## src/rtl/pts_pkg.sv

```systemverilog
`default_nettype none
// ----------------------------------------------------------------------------
// pts_pkg: shared types and constants of the thread scheduler
// Sizes, operation codes, status codes and sequencer states.
// ----------------------------------------------------------------------------
package pts_pkg;

    localparam int THREAD_SLOTS = 8;
    localparam int EVENT_SLOTS  = 4;
    localparam int SLOT_W       = $clog2(THREAD_SLOTS);
    localparam int EVT_W        = $clog2(EVENT_SLOTS);
    localparam int LIVE_W       = $clog2(THREAD_SLOTS + 1);
    localparam int ECNT_W       = $clog2(EVENT_SLOTS + 1);
    localparam int ID_SHIFT     = 16;
    localparam logic [7:0] PRIO_NONE = 8'd255;

    localparam logic [2:0] OP_TICK     = 3'd0;
    localparam logic [2:0] OP_ADD      = 3'd1;
    localparam logic [2:0] OP_EVENT    = 3'd2;
    localparam logic [2:0] OP_SLEEP    = 3'd3;
    localparam logic [2:0] OP_KILL     = 3'd4;
    localparam logic [2:0] OP_SCHEDULE = 3'd5;

    localparam logic [1:0] ST_OK      = 2'd0;
    localparam logic [1:0] ST_FULL    = 2'd1;
    localparam logic [1:0] ST_LAST    = 2'd2;
    localparam logic [1:0] ST_NO_SUCH = 2'd3;

    typedef enum logic [2:0] {
        S_IDLE,
        S_EVENTS,
        S_SLOTS,
        S_RESULT
    } seq_state_t;

endpackage
`default_nettype wire

```

## src/rtl/priority_thread_scheduler.sv

```systemverilog
`default_nettype none
// ----------------------------------------------------------------------------
// priority_thread_scheduler: fixed priority preemptive thread scheduler
// Thread slot table and periodic event table walked one entry per cycle.
// ----------------------------------------------------------------------------
//  channel | direction | handshake              | payload
//  in      | input     | in_valid / in_stall    | mode, prio_level, sleep_ticks,
//          |           |                        | event_interval, target_id
//  out     | output    | out_valid / out_stall  | status_code, running_slot,
//          |           |                        | running_id, switch_request,
//          |           |                        | fired_events, new_id
//
// A tick walks the event table, when it holds entries, and then the slot
// table; add, kill and schedule walk the slot table, one slot per cycle;
// the rest, and a kill with a single live thread, go straight to the result.
// The result sits in an output register; a new item is held off while it
// waits and can be taken in the cycle in which the result transfers.
// Reset clears all control state, the thread table and the counters.
module priority_thread_scheduler
    import pts_pkg::*;
(
    input  wire logic        clk,
    input  wire logic        rst_n,
    input  wire logic        in_valid,
    output logic             in_stall,
    input  wire logic [2:0]  mode,
    input  wire logic [7:0]  prio_level,
    input  wire logic [31:0] sleep_ticks,
    input  wire logic [31:0] event_interval,
    input  wire logic [31:0] target_id,
    output logic             out_valid,
    input  wire logic        out_stall,
    output logic [1:0]       status_code,
    output logic [2:0]       running_slot,
    output logic [31:0]      running_id,
    output logic             switch_request,
    output logic [3:0]       fired_events,
    output logic [31:0]      new_id
);

    seq_state_t state_reg, state_next;

    logic [2:0]  op_reg;
    logic [7:0]  prio_reg;
    logic [31:0] sleep_reg;
    logic [31:0] intv_reg;
    logic [31:0] target_reg;

    logic [31:0] tick_reg;
    logic [THREAD_SLOTS-1:0] live_reg;
    logic [THREAD_SLOTS-1:0] sleeping_reg;
    logic [7:0]  prio_tab [THREAD_SLOTS];
    logic [31:0] wake_tab [THREAD_SLOTS];
    logic [31:0] ident_tab [THREAD_SLOTS];
    logic [15:0] id_cnt_reg;
    logic [LIVE_W-1:0] live_cnt_reg;
    logic [SLOT_W-1:0] cur_reg;
    logic [31:0] ev_intv [EVENT_SLOTS];
    logic [31:0] ev_due [EVENT_SLOTS];
    logic [ECNT_W-1:0] ev_cnt_reg;

    // walk state
    logic [SLOT_W:0]   idx_reg;
    logic [SLOT_W-1:0] pos_reg;
    logic              found_reg;
    logic [SLOT_W-1:0] hit_reg;
    logic [7:0]        best_reg;
    logic [3:0]        fired_reg;

    logic [SLOT_W-1:0] slot_ix;
    logic [EVT_W-1:0]  ev_ix;
    logic              take;
    logic              slot_last;
    logic              ev_last;
    logic              has_events;
    logic [31:0]       wake_sum;
    logic              ready_now;

    assign take      = in_valid && !in_stall;
    assign slot_ix   = idx_reg[SLOT_W-1:0];
    assign ev_ix     = idx_reg[EVT_W-1:0];
    assign slot_last = (idx_reg == (SLOT_W+1)'(THREAD_SLOTS - 1));
    assign ev_last   = ({{(ECNT_W){1'b0}}, idx_reg} + 1'b1) >= (ECNT_W + SLOT_W + 1)'(ev_cnt_reg)
                       || (idx_reg == (SLOT_W+1)'(EVENT_SLOTS - 1));
    assign has_events = (ev_cnt_reg != '0);
    assign in_stall  = (state_reg != S_IDLE) || (out_valid && out_stall);
    assign wake_sum  = sleep_reg + tick_reg;
    assign ready_now = live_reg[pos_reg] && !sleeping_reg[pos_reg]
                       && (prio_tab[pos_reg] < best_reg);

    // Next state
    always_comb
    begin
        state_next = state_reg;
        case (state_reg)
            S_IDLE:
            begin
                if (take)
                begin
                    if (mode == OP_TICK)
                        state_next = has_events ? S_EVENTS : S_SLOTS;
                    else if (mode == OP_ADD || mode == OP_SCHEDULE
                             || (mode == OP_KILL && live_cnt_reg != LIVE_W'(1)))
                        state_next = S_SLOTS;
                    else
                        state_next = S_RESULT;
                end
            end
            S_EVENTS: if (ev_last) state_next = S_SLOTS;
            S_SLOTS:  if (slot_last) state_next = S_RESULT;
            S_RESULT: state_next = S_IDLE;
            default:  state_next = S_IDLE;
        endcase
    end

    always_ff @(posedge clk or negedge rst_n)
    begin
        if (!rst_n)
            state_reg <= S_IDLE;
        else
            state_reg <= state_next;
    end

    // Datapath and tables
    always_ff @(posedge clk or negedge rst_n)
    begin
        if (!rst_n)
        begin
            op_reg       <= '0;
            prio_reg     <= '0;
            sleep_reg    <= '0;
            intv_reg     <= '0;
            target_reg   <= '0;
            tick_reg     <= '0;
            live_reg     <= '0;
            sleeping_reg <= '0;
            id_cnt_reg   <= '0;
            live_cnt_reg <= '0;
            cur_reg      <= '0;
            ev_cnt_reg   <= '0;
            idx_reg      <= '0;
            pos_reg      <= '0;
            found_reg    <= 1'b0;
            hit_reg      <= '0;
            best_reg     <= PRIO_NONE;
            fired_reg    <= '0;
            out_valid    <= 1'b0;
            status_code  <= ST_OK;
            running_slot <= '0;
            running_id   <= '0;
            switch_request <= 1'b0;
            fired_events <= '0;
            new_id       <= '0;
            for (int i = 0; i < THREAD_SLOTS; i++)
            begin
                prio_tab[i]  <= PRIO_NONE;
                wake_tab[i]  <= '0;
                ident_tab[i] <= '0;
            end
            for (int i = 0; i < EVENT_SLOTS; i++)
            begin
                ev_intv[i] <= '0;
                ev_due[i]  <= '0;
            end
        end
        else
        begin
            if (out_valid && !out_stall)
                out_valid <= 1'b0;
            case (state_reg)
                S_IDLE:
                begin
                    if (take)
                    begin
                        op_reg     <= mode;
                        prio_reg   <= prio_level;
                        sleep_reg  <= sleep_ticks;
                        intv_reg   <= event_interval;
                        target_reg <= target_id;
                        idx_reg    <= '0;
                        pos_reg    <= cur_reg;
                        found_reg  <= 1'b0;
                        best_reg   <= PRIO_NONE;
                        fired_reg  <= '0;
                        if (mode == OP_TICK)
                            tick_reg <= tick_reg + 32'd1;
                    end
                end
                S_EVENTS:
                begin
                    if (ev_due[ev_ix] == tick_reg)
                    begin
                        ev_due[ev_ix] <= ev_intv[ev_ix] + tick_reg;
                        fired_reg[ev_ix] <= 1'b1;
                    end
                    idx_reg <= ev_last ? '0 : idx_reg + 1'b1;
                end
                S_SLOTS:
                begin
                    idx_reg <= idx_reg + 1'b1;
                    pos_reg <= pos_reg + 1'b1;
                    case (op_reg)
                        OP_TICK:
                            if (live_reg[slot_ix] && sleeping_reg[slot_ix]
                                && wake_tab[slot_ix] == tick_reg)
                                sleeping_reg[slot_ix] <= 1'b0;
                        OP_ADD:
                            if (!found_reg && !live_reg[slot_ix])
                            begin
                                found_reg <= 1'b1;
                                hit_reg   <= slot_ix;
                            end
                        OP_KILL:
                            if (!found_reg && live_reg[slot_ix]
                                && ident_tab[slot_ix] == target_reg)
                            begin
                                found_reg <= 1'b1;
                                hit_reg   <= slot_ix;
                            end
                        OP_SCHEDULE:
                            if (ready_now)
                            begin
                                best_reg  <= prio_tab[pos_reg];
                                hit_reg   <= pos_reg;
                                found_reg <= 1'b1;
                            end
                        default: ;
                    endcase
                end
                S_RESULT:
                begin
                    out_valid      <= 1'b1;
                    status_code    <= ST_OK;
                    switch_request <= 1'b0;
                    fired_events   <= '0;
                    new_id         <= '0;
                    running_slot   <= 3'(cur_reg);
                    running_id     <= live_reg[cur_reg] ? ident_tab[cur_reg] : '0;
                    case (op_reg)
                        OP_TICK:
                        begin
                            switch_request <= 1'b1;
                            fired_events   <= fired_reg;
                        end
                        OP_ADD:
                            if (!found_reg)
                                status_code <= ST_FULL;
                            else
                            begin
                                new_id <= {id_cnt_reg, 16'(hit_reg)};
                                id_cnt_reg <= id_cnt_reg + 16'd1;
                                live_reg[hit_reg]     <= 1'b1;
                                sleeping_reg[hit_reg] <= 1'b0;
                                wake_tab[hit_reg]     <= '0;
                                prio_tab[hit_reg]     <= prio_reg;
                                ident_tab[hit_reg]    <= {id_cnt_reg, 16'(hit_reg)};
                                live_cnt_reg <= live_cnt_reg + 1'b1;
                                if (hit_reg == cur_reg)
                                    running_id <= {id_cnt_reg, 16'(hit_reg)};
                            end
                        OP_EVENT:
                            if (ev_cnt_reg >= ECNT_W'(EVENT_SLOTS))
                                status_code <= ST_FULL;
                            else
                            begin
                                ev_intv[ev_cnt_reg[EVT_W-1:0]] <= intv_reg;
                                ev_due[ev_cnt_reg[EVT_W-1:0]]  <=
                                    32'(ev_cnt_reg) + 32'd1;
                                ev_cnt_reg <= ev_cnt_reg + 1'b1;
                            end
                        OP_SLEEP:
                            if (live_reg[cur_reg])
                            begin
                                wake_tab[cur_reg]     <= wake_sum;
                                sleeping_reg[cur_reg] <= 1'b1;
                                switch_request        <= 1'b1;
                            end
                        OP_KILL:
                            if (live_cnt_reg == LIVE_W'(1))
                                status_code <= ST_LAST;
                            else if (!found_reg)
                                status_code <= ST_NO_SUCH;
                            else
                            begin
                                live_reg[hit_reg]     <= 1'b0;
                                sleeping_reg[hit_reg] <= 1'b0;
                                prio_tab[hit_reg]     <= PRIO_NONE;
                                wake_tab[hit_reg]     <= '0;
                                ident_tab[hit_reg]    <= '0;
                                live_cnt_reg <= live_cnt_reg - 1'b1;
                                if (hit_reg == cur_reg)
                                begin
                                    switch_request <= 1'b1;
                                    running_id     <= '0;
                                end
                            end
                        OP_SCHEDULE:
                            if (found_reg)
                            begin
                                cur_reg      <= hit_reg;
                                running_slot <= 3'(hit_reg);
                                running_id   <= ident_tab[hit_reg];
                            end
                        default: ;
                    endcase
                end
                default: ;
            endcase
        end
    end

    // A result is only produced from the result state.
    assert property (@(posedge clk) disable iff (!rst_n)
        $rose(out_valid) |-> $past(state_reg == S_RESULT))
        else $error("result appeared outside the result state");

    // The live count always matches the live flags.
    assert property (@(posedge clk) disable iff (!rst_n)
        LIVE_W'($countones(live_reg)) == live_cnt_reg)
        else $error("live count out of step with live flags");

    // No new transfer is taken while an item is being worked.
    assert property (@(posedge clk) disable iff (!rst_n)
        (state_reg != S_IDLE) |-> in_stall)
        else $error("input accepted while busy");

endmodule
`default_nettype wire
```

## config.mk

```make
export PLATFORM = sky130hd
export DESIGN_NAME = priority_thread_scheduler
export DESIGN_NICKNAME = d
export VERILOG_FILES = /design/src/rtl/pts_pkg.sv /design/src/rtl/priority_thread_scheduler.sv
export SDC_FILE = /design/constraint.sdc
export NUM_CORES = 2
export LEC_CHECK = 0
export BUFFER_PORTS_ARGS = -buffer_cell sky130_fd_sc_hd__buf_4
export CAP_MARGIN = 20
export CORE_MARGIN = 5
export CORE_UTILIZATION = 30
export CTS_CLUSTER_SIZE = 8
export DETAILED_ROUTE_END_ITERATION = 8
export HOLD_SLACK_MARGIN = 0.1
export MAX_ROUTING_LAYER = met4
export SYNTH_ARGS = -nofsm -noshare
export SYNTH_HDL_FRONTEND = slang
export SYNTH_SLANG_ARGS = --single-unit
```

## constraint.sdc

```tcl
create_clock -name clk -period 4.7 [get_ports clk]
set_input_delay 0.235 -clock clk [delete_from_list [all_inputs] [get_ports clk]]
set_output_delay 0.235 -clock clk [all_outputs]
set_load 0.02 [all_outputs]
```

==> flow_summary.ini <==
[status]
status = complete, no violations

[detailed_routing]
drtAntennaViolNets = 0
wl_met1_um = 80760
vias_per_cell = 5.680
dr.first_iter.drc_count = 5030
wl_met3_um = 17710
routed_wl_um = 197300
drc = 0
highest_layer = met4
drt-wirelength-per-cell_um = 25.25
route.met2.wl_um = 88960
first_pass_iters = 6
vias = 44390

[finish]
nFillCells = 17900
finalNetCount = 5589
final_cell_mix = dfrtp_1 (1,020), o21ai_0 (547), nand2_1 (540), buf_4 (358), mux2_2 (309)
drive_above_1_share_pct = 20.40
syn2layout_area_growth_pct = 18.19
final_common_cell = dfrtp_1
final_cell_count_no_fill = 7815
reg.largest.list = ident_tab x256, wake_tab x256

[grt]
grt_antenna_before_repair = 8
grt_pass1_vias = 44110
grt_usage_pct = 20.71
overflow = 0
grt_pass1_wl_um = 295100
grt_max_degree = 135

[timing]
rsz0062_at_grt = no
fin_crit_sh_pct = 91.33
slew_viol_final = 0
setup_viol = 0
hold_viol = 0
maxSlewHeadroom_pct = 21.80
worst_slew_pin_slew_ps = 1169
fin_crit_ps = 4293
setup_tns_ps = 0
finClkSkew_ps = 49.01
max_freq_mhz = 233.0

[yosys]
yosys_warnings = 0
syn_area_mm2 = 0.05491
ys_types = 83
syn_inst = 5133
async_flop_share_pct = 100.0
synth_top_flop_cell = dfrtp_1
seq_area_frac_synth_pct = 50.16
synth_edf_count = 0
synth-seq-cells = 1097
syn_area_per_cell_um2 = 10.70

[critical_path]
worst_setup_path_end_kind = flop
start_kind = flop
worstPathArrival_ps = 4960
path_max_fanout = 27
crit_required_ps = 5370
crit_type = reg -> reg

[clock_tree]
cts.sinks = 1097
cts_tree = yes
clkTransAtPathRegs_ps = 50
insertion_delay_ps = 800
clockRootBuffer = clkbuf_16
ctsHtreeMaxLevel = 4
cts_inserted_buffers = 156
clk_path_buf_depth = 3

[die]
chipWidth_um = 437.8
start_util_pct = 30.09
rows = 157
die_area_mm2 = 0.1917
io_pins = 187
die_y_um = 437.8
core_area_mm2 = 0.1825

[pwr]
p_per_area_mw_per_mm2 = 532.8
cellLeakagePower_nw = 28.04
peakVddDrop_v = 0.0004021

[placement]
hpwl_um = 128500
place_inst = 7499
gp_congestion = 0.9200
io_buffer_count = 173

[flow_run]
drv_cap = 0

[min_path]
hold_class = in -> async
## area by class of cell
| class | instances | area, µm² | area share [%] |
|---|---|---|---|
| clock inverter | 15 | 309.0 | 0.4762 |
| multi-input combinational | 3590 | 25640 | 39.51 |
| tap | 2385 | 2984 | 4.598 |
| inverter | 50 | 187.7 | 0.2892 |
| timing repair buffer | 488 | 4172 | 6.427 |
| antenna | 8 | 20.02 | 0.03085 |
| sequential | 1097 | 27560 | 42.46 |
| clock buffer | 182 | 4031 | 6.211 |
## report_power, final
| group | total [mW] | switching, mW | internal, mW | leakage [nW] |
|---|---|---|---|---|
| sequential | 12.5 | 1.50 | 11.0 | 14.7 |
| combinational | 11.7 | 7.27 | 4.43 | 11.2 |
| clock | 10.4 | 4.33 | 6.08 | 2.11 |
## final timing paths
| path | startpoint | end | slack, ps | cells after the start |
|---|---|---|---|---|
| hold reg to reg | ev_due[74] | ev_due[74] | 470 | 2 |
| setup / recovery | idx_reg[0] | hit_reg[0] | 410 | 12 |
| max in group asynchronous | rst_n | ev_due[83] | 3090 | 3 |
| hold / removal | rst_n | ident_tab[81] | 120 | 2 |
| setup reg to reg | idx_reg[0] | hit_reg[0] | 410 | 12 |
| min in group clk | sleep_ticks[18] | sleep_reg[18] | 230 | 3 |
## through the flow
step / hold slack, ps / setup slack (ps) / util (%) / cell area (µm²) / power (mW)
after floorplan: -60.59 / 17.64 / - / 54970 / 19.26
after global placement: 333.6 / 448.1 / 32.56 / 59420 / 23.82
after detailed placement: 337.0 / 454.3 / 32.57 / 59430 / 24.05
after CTS: 128.3 / 432.8 / 35.55 / 64870 / 34.62
after global routing: 170.3 / 102.8 / 35.56 / 64900 / 36.11
final: 122.1 / 407.4 / 35.56 / 64900 / 34.58
## cells in the mapped netlist (11+ instances only)
master / instances / share of area [%]
dfrtp_1: 1025 / 47
o21ai_0: 548 / 5.0
nand2_1: 541 / 3.7
mux2_2: 309 / 6.3
clkbuf_1: 279 / 1.9
nand3_1: 260 / 2.4
a21oi_1: 192 / 1.7
nor2_1: 179 / 1.2
xnor2_1: 132 / 2.1
and2_1: 128 / 1.5
mux4_2: 120 / 4.9
a22oi_1: 105 / 1.4
a22o_1: 97 / 1.5
o22ai_1: 94 / 1.1
ha_1: 93 / 2.1
a221oi_1: 76 / 1.2
mux2i_1: 76 / 1.4
xor2_1: 73 / 1.2
dfstp_2: 72 / 3.4
o31ai_1: 68 / 0.93
a31oi_1: 57 / 0.65
buf_1: 49 / 0.33
inv_1: 48 / 0.33
buf_2: 47 / 0.43
nor3_1: 45 / 0.41
a21o_1: 37 / 0.51
nand4_1: 30 / 0.34
nor2b_1: 28 / 0.32
and3_1: 27 / 0.31
buf_4: 26 / 0.36
nand2b_1: 19 / 0.22
a211oi_1: 17 / 0.23
a221o_1: 17 / 0.31
o21a_1: 17 / 0.23
o22a_1: 17 / 0.27
a211o_1: 16 / 0.26
o2bb2ai_1: 13 / 0.21
o221ai_1: 12 / 0.19
nor4_1: 11 / 0.13
o211ai_1: 11 / 0.15
## worst max-delay path, cell delays in order, from the launching register on
cell and delay (ps):
dfrtp_4 670, buf_4 480, buf_4 370, mux2_1 350, a221o_1 290, a222oi_1 380
xor2_1 240, o2111ai_1 140, nor3_1 170, nand4_1 140, a311o_1 440, nor2_4 130
mux2_2 350
## routing by layer
metal  up-vias  GRT usage [%]
li1      19250              -
met5         -              -
met3       575          4.843
met4         0          9.415
met1     22280          26.49
met2      2284          31.29
## timing repair
item	CTS	global route
setup buffers	0	0
resized for setup	0	0
endpoints found under the hold margin	288	0
hold buffers	110	0
## kinds of logic after synthesis
kind of cell	synth area share [%]
flip-flops	50.16
XOR/XNOR	3.270
adder cells (fa/ha/maj)	2.192
multiplexers	12.85
buffers and inverters	3.527
other	0.006829
AND/OR/NAND/NOR	11.12
AO/OA/AOI/OAI	16.88
(Power assumes the default switching activity.)
